## src/hw/rtl/acl_entry_order_checker_unit_macros.svh

```systemverilog
// Assertion macros for the access-control record checker.
// Used by the top-level RTL file through `include; no other dependencies.
`ifndef ACL_ENTRY_ORDER_CHECKER_UNIT_MACROS_SVH
`define ACL_ENTRY_ORDER_CHECKER_UNIT_MACROS_SVH

`ifndef SYNTHESIS

// Checked property, disabled while reset is asserted.
`define ACL_EOC_ASSERT(lbl, clk, rstn, prop, msg) \
  lbl: assert property (@(posedge clk) disable iff (!rstn) prop) else $error(msg);

// Checked property, active during reset too.
`define ACL_EOC_ASSERT_ALWAYS(lbl, clk, prop, msg) \
  lbl: assert property (@(posedge clk) prop) else $error(msg);

`else

`define ACL_EOC_ASSERT(lbl, clk, rstn, prop, msg)
`define ACL_EOC_ASSERT_ALWAYS(lbl, clk, prop, msg)

`endif

`endif

```

## src/hw/rtl/acl_eoc_pkg.sv

```systemverilog
// Shared types and constants for the access-control record checker.
// No dependencies.
package acl_eoc_pkg;

  localparam int unsigned MaxEntries  = 1024;
  localparam int unsigned CntW        = $clog2(MaxEntries + 1);
  localparam int unsigned EntryCountW = 11;
  localparam int unsigned ModeW       = 9;

  localparam logic [31:0] ExpVersionRst = 32'd2;

  localparam logic FUNC_HEADER = 1'b0;
  localparam logic FUNC_ENTRY  = 1'b1;

  localparam logic [15:0] TAG_USER_OWNER  = 16'd1;
  localparam logic [15:0] TAG_USER        = 16'd2;
  localparam logic [15:0] TAG_GROUP_OWNER = 16'd4;
  localparam logic [15:0] TAG_GROUP       = 16'd8;
  localparam logic [15:0] TAG_MASK        = 16'd16;
  localparam logic [15:0] TAG_OTHER       = 16'd32;

  typedef enum logic [2:0] {
    PH_USER_OWNER,
    PH_USERS,
    PH_GROUPS,
    PH_OTHER,
    PH_DONE
  } phase_e;

  typedef struct packed {
    logic        func;
    logic [31:0] version;
    logic [15:0] tag;
    logic [15:0] perm;
    logic        last;
  } in_item_t;

  typedef struct packed {
    logic                   status;
    logic [EntryCountW-1:0] entry_count;
    logic                   extended;
    logic [ModeW-1:0]       access_mode;
    logic                   done_res;
  } out_item_t;

  // Control between the input stage and the checker core
  typedef struct packed {
    logic step;  // item in the input register is consumed this cycle
    logic emit;  // ... and it closes a record, result goes to the output register
  } step_ctl_t;

endpackage

```

## src/hw/rtl/acl_entry_order_checker_unit.sv

```systemverilog
// Top level of the access-control record checker: input register, ordering
// core and result register. Depends on acl_eoc_pkg and the assertion macros.
//
// Usage: a record is a header item (func 0, version) followed by entry items
// (func 1, tag, perm); the item with last set closes it. Items arrive on the
// in_* valid/ready channel, one transfer per cycle at full rate. Each record
// produces exactly one result on the out_* channel, taken from the state left
// by its last item; non-last items produce nothing.
// An item is registered in the input register on transfer and checked there
// by the ordering core; a closing item's result is then loaded into the
// result register, which drives out_valid_o.
// Throughput: one item per cycle while items can advance; the ordering core
// updates its state once per item. While the result register is full and
// out_ready_i is low, non-last items still advance; a last item waits in the
// input register, and in_ready_o drops once that register cannot drain.
// Reset: rst_ni clears both registers' valid flags, the record state, and
// sets the expected version to 2. cfg_we_i/cfg_wdata_i write the expected
// version; write it only while no record is in flight.
`include "acl_entry_order_checker_unit_macros.svh"

module acl_entry_order_checker_unit (
  input  logic                   clk_i,
  input  logic                   rst_ni,
  input  logic                   cfg_we_i,
  input  logic [31:0]            cfg_wdata_i,
  input  logic                   in_valid_i,
  output logic                   in_ready_o,
  input  acl_eoc_pkg::in_item_t  in_data_i,
  output logic                   out_valid_o,
  input  logic                   out_ready_i,
  output acl_eoc_pkg::out_item_t out_data_o
);

  logic                   item_valid;
  acl_eoc_pkg::in_item_t  item;
  logic                   out_free;
  logic                   adv;
  acl_eoc_pkg::step_ctl_t ctl;
  acl_eoc_pkg::out_item_t res;

  // a closing item needs a free result register to move on
  assign adv      = item_valid && (!item.last || out_free);
  assign ctl.step = adv;
  assign ctl.emit = adv && item.last;

  acl_eoc_in_stage u_in_stage (
    .clk_i      (clk_i),
    .rst_ni     (rst_ni),
    .in_valid_i (in_valid_i),
    .in_ready_o (in_ready_o),
    .in_data_i  (in_data_i),
    .adv_i      (adv),
    .valid_o    (item_valid),
    .item_o     (item)
  );

  acl_eoc_order u_order (
    .clk_i       (clk_i),
    .rst_ni      (rst_ni),
    .cfg_we_i    (cfg_we_i),
    .cfg_wdata_i (cfg_wdata_i),
    .ctl_i       (ctl),
    .item_i      (item),
    .res_o       (res)
  );

  acl_eoc_out_stage u_out_stage (
    .clk_i       (clk_i),
    .rst_ni      (rst_ni),
    .load_i      (ctl.emit),
    .data_i      (res),
    .free_o      (out_free),
    .out_valid_o (out_valid_o),
    .out_ready_i (out_ready_i),
    .out_data_o  (out_data_o)
  );

  `ACL_EOC_ASSERT(a_emit_shows, clk_i, rst_ni, ctl.emit |=> out_valid_o, "result lost after closing item")
  `ACL_EOC_ASSERT(a_rose_from_emit, clk_i, rst_ni, $rose(out_valid_o) |-> $past(ctl.emit), "result without closing item")
  `ACL_EOC_ASSERT(a_stall_holds_item, clk_i, rst_ni, !in_ready_o |-> (item_valid && item.last && !out_free), "input stalled without a blocked closing item")
  `ACL_EOC_ASSERT(a_emit_only_last, clk_i, rst_ni, ctl.step && !item.last |-> !ctl.emit, "result from a non-closing item")

endmodule

```

## src/hw/rtl/acl_eoc_in_stage.sv

```systemverilog
// Input register for item transfers into the record checker.
// Depends on acl_eoc_pkg.
module acl_eoc_in_stage (
  input  logic                 clk_i,
  input  logic                 rst_ni,
  input  logic                 in_valid_i,
  output logic                 in_ready_o,
  input  acl_eoc_pkg::in_item_t in_data_i,
  input  logic                 adv_i,
  output logic                 valid_o,
  output acl_eoc_pkg::in_item_t item_o
);

  logic                  valid_q, valid_d;
  acl_eoc_pkg::in_item_t item_q;
  logic                  load;

  assign in_ready_o = !valid_q || adv_i;
  assign load       = in_valid_i && in_ready_o;
  assign valid_d    = load || (valid_q && !adv_i);

  always_ff @(posedge clk_i or negedge rst_ni) begin
    if (!rst_ni) begin
      valid_q <= 1'b0;
    end else begin
      valid_q <= valid_d;
    end
  end

  always_ff @(posedge clk_i) begin
    if (load) begin
      item_q <= in_data_i;
    end
  end

  assign valid_o = valid_q;
  assign item_o  = item_q;

endmodule

```

## src/hw/rtl/acl_eoc_order.sv

```systemverilog
// Ordering machine and record accumulators of the record checker.
// Holds the version register; depends on acl_eoc_pkg.
module acl_eoc_order (
  input  logic                   clk_i,
  input  logic                   rst_ni,
  input  logic                   cfg_we_i,
  input  logic [31:0]            cfg_wdata_i,
  input  acl_eoc_pkg::step_ctl_t ctl_i,
  input  acl_eoc_pkg::in_item_t  item_i,
  output acl_eoc_pkg::out_item_t res_o
);

  localparam logic [acl_eoc_pkg::CntW-1:0] MaxCnt =
    acl_eoc_pkg::CntW'(acl_eoc_pkg::MaxEntries);

  logic [31:0]                    exp_q;
  acl_eoc_pkg::phase_e            ph_q, ph_d, ph_c;
  logic                           named_q, named_d, named_c;
  logic                           err_q, err_d, err_c;
  logic                           ext_q, ext_d, ext_c;
  logic [acl_eoc_pkg::ModeW-1:0]  mode_q, mode_d, mode_c;
  logic [acl_eoc_pkg::CntW-1:0]   cnt_q, cnt_d, cnt_c;
  logic [2:0]                     p;
  logic                           bad;

  always_ff @(posedge clk_i or negedge rst_ni) begin
    if (!rst_ni) begin
      exp_q <= acl_eoc_pkg::ExpVersionRst;
    end else if (cfg_we_i) begin
      exp_q <= cfg_wdata_i;
    end
  end

  always_ff @(posedge clk_i or negedge rst_ni) begin
    if (!rst_ni) begin
      ph_q    <= acl_eoc_pkg::PH_USER_OWNER;
      named_q <= 1'b0;
      err_q   <= 1'b0;
      ext_q   <= 1'b0;
      mode_q  <= '0;
      cnt_q   <= '0;
    end else if (ctl_i.step) begin
      ph_q    <= ph_d;
      named_q <= named_d;
      err_q   <= err_d;
      ext_q   <= ext_d;
      mode_q  <= mode_d;
      cnt_q   <= cnt_d;
    end
  end

  always_comb begin
    p       = item_i.perm[2:0];
    ph_c    = ph_q;
    named_c = named_q;
    err_c   = err_q;
    ext_c   = ext_q;
    mode_c  = mode_q;
    cnt_c   = cnt_q;

    if (item_i.func == acl_eoc_pkg::FUNC_HEADER) begin
      // header restarts the record
      ph_c    = acl_eoc_pkg::PH_USER_OWNER;
      named_c = 1'b0;
      ext_c   = 1'b0;
      mode_c  = '0;
      cnt_c   = '0;
      err_c   = (item_i.version != exp_q);
    end else if (cnt_q >= MaxCnt) begin
      err_c = 1'b1;
    end else begin
      cnt_c = cnt_q + 1'b1;
      case (item_i.tag)
        acl_eoc_pkg::TAG_USER_OWNER: begin
          if (ph_q == acl_eoc_pkg::PH_USER_OWNER) ph_c = acl_eoc_pkg::PH_USERS;
          else err_c = 1'b1;
          mode_c = mode_q | {p, 6'd0};
        end
        acl_eoc_pkg::TAG_USER: begin
          if (ph_q != acl_eoc_pkg::PH_USERS) err_c = 1'b1;
          named_c = 1'b1;
          ext_c   = 1'b1;
        end
        acl_eoc_pkg::TAG_GROUP_OWNER: begin
          if (ph_q == acl_eoc_pkg::PH_USERS) ph_c = acl_eoc_pkg::PH_GROUPS;
          else err_c = 1'b1;
          mode_c = mode_q | {3'd0, p, 3'd0};
        end
        acl_eoc_pkg::TAG_GROUP: begin
          if (ph_q != acl_eoc_pkg::PH_GROUPS) err_c = 1'b1;
          named_c = 1'b1;
          ext_c   = 1'b1;
        end
        acl_eoc_pkg::TAG_MASK: begin
          if (ph_q == acl_eoc_pkg::PH_GROUPS) ph_c = acl_eoc_pkg::PH_OTHER;
          else err_c = 1'b1;
          // mask replaces the group-owner bits
          mode_c = {mode_q[8:6], p, mode_q[2:0]};
          ext_c  = 1'b1;
        end
        acl_eoc_pkg::TAG_OTHER: begin
          // mask may be skipped only when no named entry was seen
          if (ph_q == acl_eoc_pkg::PH_OTHER ||
              (ph_q == acl_eoc_pkg::PH_GROUPS && !named_q)) begin
            ph_c = acl_eoc_pkg::PH_DONE;
          end else begin
            err_c = 1'b1;
          end
          mode_c = mode_q | {6'd0, p};
        end
        default: begin
          err_c = 1'b1;
        end
      endcase
    end

    bad = err_c || ((cnt_c != '0) && (ph_c != acl_eoc_pkg::PH_DONE));

    res_o.status      = bad;
    res_o.entry_count = acl_eoc_pkg::EntryCountW'(cnt_c);
    res_o.extended    = !bad && ext_c;
    res_o.access_mode = bad ? '0 : mode_c;
    res_o.done_res    = 1'b1;

    if (ctl_i.emit) begin
      ph_d    = acl_eoc_pkg::PH_USER_OWNER;
      named_d = 1'b0;
      err_d   = 1'b0;
      ext_d   = 1'b0;
      mode_d  = '0;
      cnt_d   = '0;
    end else begin
      ph_d    = ph_c;
      named_d = named_c;
      err_d   = err_c;
      ext_d   = ext_c;
      mode_d  = mode_c;
      cnt_d   = cnt_c;
    end
  end

endmodule

```

## src/hw/rtl/acl_eoc_out_stage.sv

```systemverilog
// Result register for result transfers out of the record checker.
// Depends on acl_eoc_pkg.
module acl_eoc_out_stage (
  input  logic                   clk_i,
  input  logic                   rst_ni,
  input  logic                   load_i,
  input  acl_eoc_pkg::out_item_t data_i,
  output logic                   free_o,
  output logic                   out_valid_o,
  input  logic                   out_ready_i,
  output acl_eoc_pkg::out_item_t out_data_o
);

  logic                   valid_q, valid_d;
  acl_eoc_pkg::out_item_t data_q;

  assign free_o  = !valid_q || out_ready_i;
  assign valid_d = load_i || (valid_q && !out_ready_i);

  always_ff @(posedge clk_i or negedge rst_ni) begin
    if (!rst_ni) begin
      valid_q <= 1'b0;
    end else begin
      valid_q <= valid_d;
    end
  end

  always_ff @(posedge clk_i) begin
    if (load_i) begin
      data_q <= data_i;
    end
  end

  assign out_valid_o = valid_q;
  assign out_data_o  = data_q;

endmodule

```

## config.mk

```make
export PLATFORM = sky130hd
export DESIGN_NAME = acl_entry_order_checker_unit
export DESIGN_NICKNAME = d
export VERILOG_FILES = /design/src/hw/rtl/acl_eoc_pkg.sv /design/src/hw/rtl/acl_entry_order_checker_unit.sv /design/src/hw/rtl/acl_eoc_in_stage.sv /design/src/hw/rtl/acl_eoc_order.sv /design/src/hw/rtl/acl_eoc_out_stage.sv
export VERILOG_INCLUDE_DIRS = /design/src /design/src/hw/rtl
export SDC_FILE = /design/constraint.sdc
export NUM_CORES = 1
export LEC_CHECK = 0
export BUFFER_PORTS_ARGS = -buffer_cell sky130_fd_sc_hd__buf_2
export CORE_MARGIN = 2
export CORE_UTILIZATION = 50
export CTS_CLUSTER_SIZE = 14
export DETAILED_ROUTE_END_ITERATION = 8
export PLACE_DENSITY = 0.79
export SETUP_SLACK_MARGIN = 0.15
export SYNTH_ARGS = -nofsm -noshare
export SYNTH_HDL_FRONTEND = slang
export SYNTH_HIERARCHICAL = 1
export SYNTH_SLANG_ARGS = --single-unit
```

## constraint.sdc

```tcl
create_clock -name clk_i -period 5.16 [get_ports clk_i]
set_clock_uncertainty 0.1 [all_clocks]
set_input_delay 0.516 -clock clk_i [delete_from_list [all_inputs] [get_ports clk_i]]
set_output_delay 0.516 -clock clk_i [all_outputs]
set_load 0.01 [all_outputs]
```

==> impl_metrics.py <==
metrics = {
    "critical_path": {
        "start_kind": "flop",
        "slowest_stage": "dfrtp_1",
        "cp-end-kind": "flop",
        "worstSetupPathType": "flop to flop",
        "slowest_delay_ns": 0.63,
        "critical_path_required_ns": 5.25,
        "cp_num_buf_inv": 0,
        "path_cells": "nand4b_1 -> o311ai_1 -> o41ai_1 -> nor4_1 -> nand4_1 -> a2111oi_1",
        "crit_arrival_ns": 3.54,
        "cp_max_fo": 18,
        "critPathTopFamily": "simple AND/OR/NAND/NOR gates",
    },
    "placed_design": {
        "portBuffers": 114,
        "gp_congestion": 0.8945,
        "hpwlAfterDp_um": 8484,
    },
    "sta": {
        "period_minus_slack_ns": 3.451,
        "rsz0062_at_grt": "false",
        "worst_pin_slew_ns": 0.8645,
        "finalMaxSlewViolations": 0,
        "hold_viol_final": 0,
        "setup_violations": 0,
        "maxSlewHeadroom_pct": 42.30,
        "layout_worst_path_cycle_share_pct": 66.87,
        "setup_tns_ns": 0,
        "fmax_ghz": 0.2898,
    },
    "route": {
        "drcViolationCount": 0,
        "ant_nets": 0,
        "via_per_inst": 5.554,
        "wl_per_cell_um": 16.97,
        "vias": 3988,
        "drt_first_pass_iters": 4,
        "dr.first_iter.drc_count": 208,
        "wl_um": 12180,
    },
    "outcome": {
        "status": "complete, no violations",
    },
    "hold_path": {
        "hold_class": "input port to async pin",
    },
    "global_route": {
        "first_global_vias": 4011,
        "overflow": 0,
        "grt_first_pass_wirelength_um": 19710,
        "antenna_found_initial": 0,
        "grt_usage_pct": 19.75,
        "grt_max_degree": 61,
    },
    "synth": {
        "synth_nets": 550,
        "synth.cell_area_um2": 6117,
        "post_synth.cell_area_avg_um2": 13.75,
        "yosysWarnings": 6,
        "synthCells": 445,
    },
    "clocking": {
        "htree_levels": 4,
        "cts_sinks": 136,
        "post_cts_buffers": 0,
        "hold_buffers": 0,
        "clockRootBuffer": "clkbuf_16",
        "clockBufferDepth": 2,
        "cts-buffers-inserted": 17,
        "cts.clk_slew.worst_paths_ns": 0.06,
        "post_cts_resized": 0,
        "clock_latency_ns": 0.42,
        "cts_tree": "built",
    },
    "final_layout": {
        "n_antenna_cell": 0,
        "syn_to_final_growth_pct": 20.70,
        "layout.nets": 663,
        "drive_gt1_share_pct": 36.95,
        "layout_commonest_cell": "buf_2",
        "final_cell_mix": "buf_2 (114), edfxtp_1 (76), dfrtp_1 (59), mux2_2 (34), xor2_1 (33)",
        "seq_area_um2": 3785,
        "final_core_util_pct": 61.73,
        "multi_input_area_um2": 2140,
        "fillers": 902,
    },
    "die": {
        "dieArea_um2": 13140,
        "die_width_um": 114.6,
        "core-area_um2": 11960,
        "die_y_um": 114.6,
        "initial_core_util_pct": 51.14,
        "rows": 40,
        "io_pins": 128,
    },
    "flow_run": {
        "maxCapViolCount": 0,
    },
    "power_and_ir_drop": {
        "leakagePower_uw": 0.002943,
        "powerDensity_nw_per_um2": 382.0,
        "vdd_drop_max_mv": 0.2887,
    },
}
final cells by class:
cell class | count | area share, %
flip-flops and latches | 136 | 51.26
clock inverters | 11 | 2.169
multi-input cells | 274 | 28.98
well taps | 147 | 2.491
repair buffers | 116 | 7.931
clock buffers | 21 | 6.507
inverters | 13 | 0.6609
registers in the layout, summed over array words and instances, names as in the netlist, 3 cells and up:
signal                  cells
u_order/cnt_q              11
u_out_stage/out_data_o     23
u_order/ph_q                3
u_in_stage/item_o          53
u_order/mode_q              9
u_order/exp_q              32
per-layer routing:
| layer | share of wire [%] | vias up | GRT usage [%] |
|---|---|---|---|
| met5 | 0 | - | 0 |
| met4 | 2.1 | 0 | 8.537 |
| met3 | 7.2 | 21 | 7.147 |
| met2 | 50 | 139 | 32.62 |
| met1 | 41 | 1935 | 23.28 |
| li1 | - | 1893 | - |
final timing paths:
kind	from	to	slack [ns]	cells past startpoint
hold / removal	rst_ni	u_order/cnt_q[10]	0.15	2
min in group clk_i	in_data_i[27]	u_in_stage/item_o[27]	0.16	1
setup reg to reg	u_order/cnt_q[10]	u_out_stage/out_data_o[9]	1.71	6
max in group asynchronous	rst_ni	u_order/exp_q[19]	4.28	2
hold reg to reg	u_order/mode_q[8]	u_order/mode_q[8]	0.40	2
setup / recovery	u_order/cnt_q[10]	u_out_stage/out_data_o[9]	1.71	6
worst register-to-register path, cell delays in order (launching register included):
cell       delay (ns)
dfrtp_1          0.63
nand4b_1         0.44
o311ai_1         0.35
o41ai_1          0.18
nor4_1           0.31
nand4_1          0.62
a2111oi_1        0.60
per-stage QoR:
| step | hold WS [ns] | cell area [um2] | power [uW] | instances | setup slack, ns |
|---|---|---|---|---|---|
| finish | 0.1513 | 7383 | 2820 | 718 | 1.709 |
| global route | 0.1477 | 7383 | 2929 | 718 | 1.485 |
| CTS | 0.1450 | 7383 | 2853 | 718 | 1.740 |
| detailed placement | 0.3846 | 6743 | 1566 | 686 | 1.752 |
| global placement | 0.3784 | 6743 | 1551 | 686 | 1.859 |
| floorplan | 0.1204 | 6117 | 1468 | 445 | 2.593 |
report_power, final:
part	internal (uW)	leakage (uW)	total [uW]	switching (uW)
Sequential	1240	0.00148	1290	54.5
Combinational	108	0.00115	248	140
Clock	819	0.000315	1280	458
Total	2170	0.00294	2820	652
Note: power is estimated with default switching activity, not from simulation.
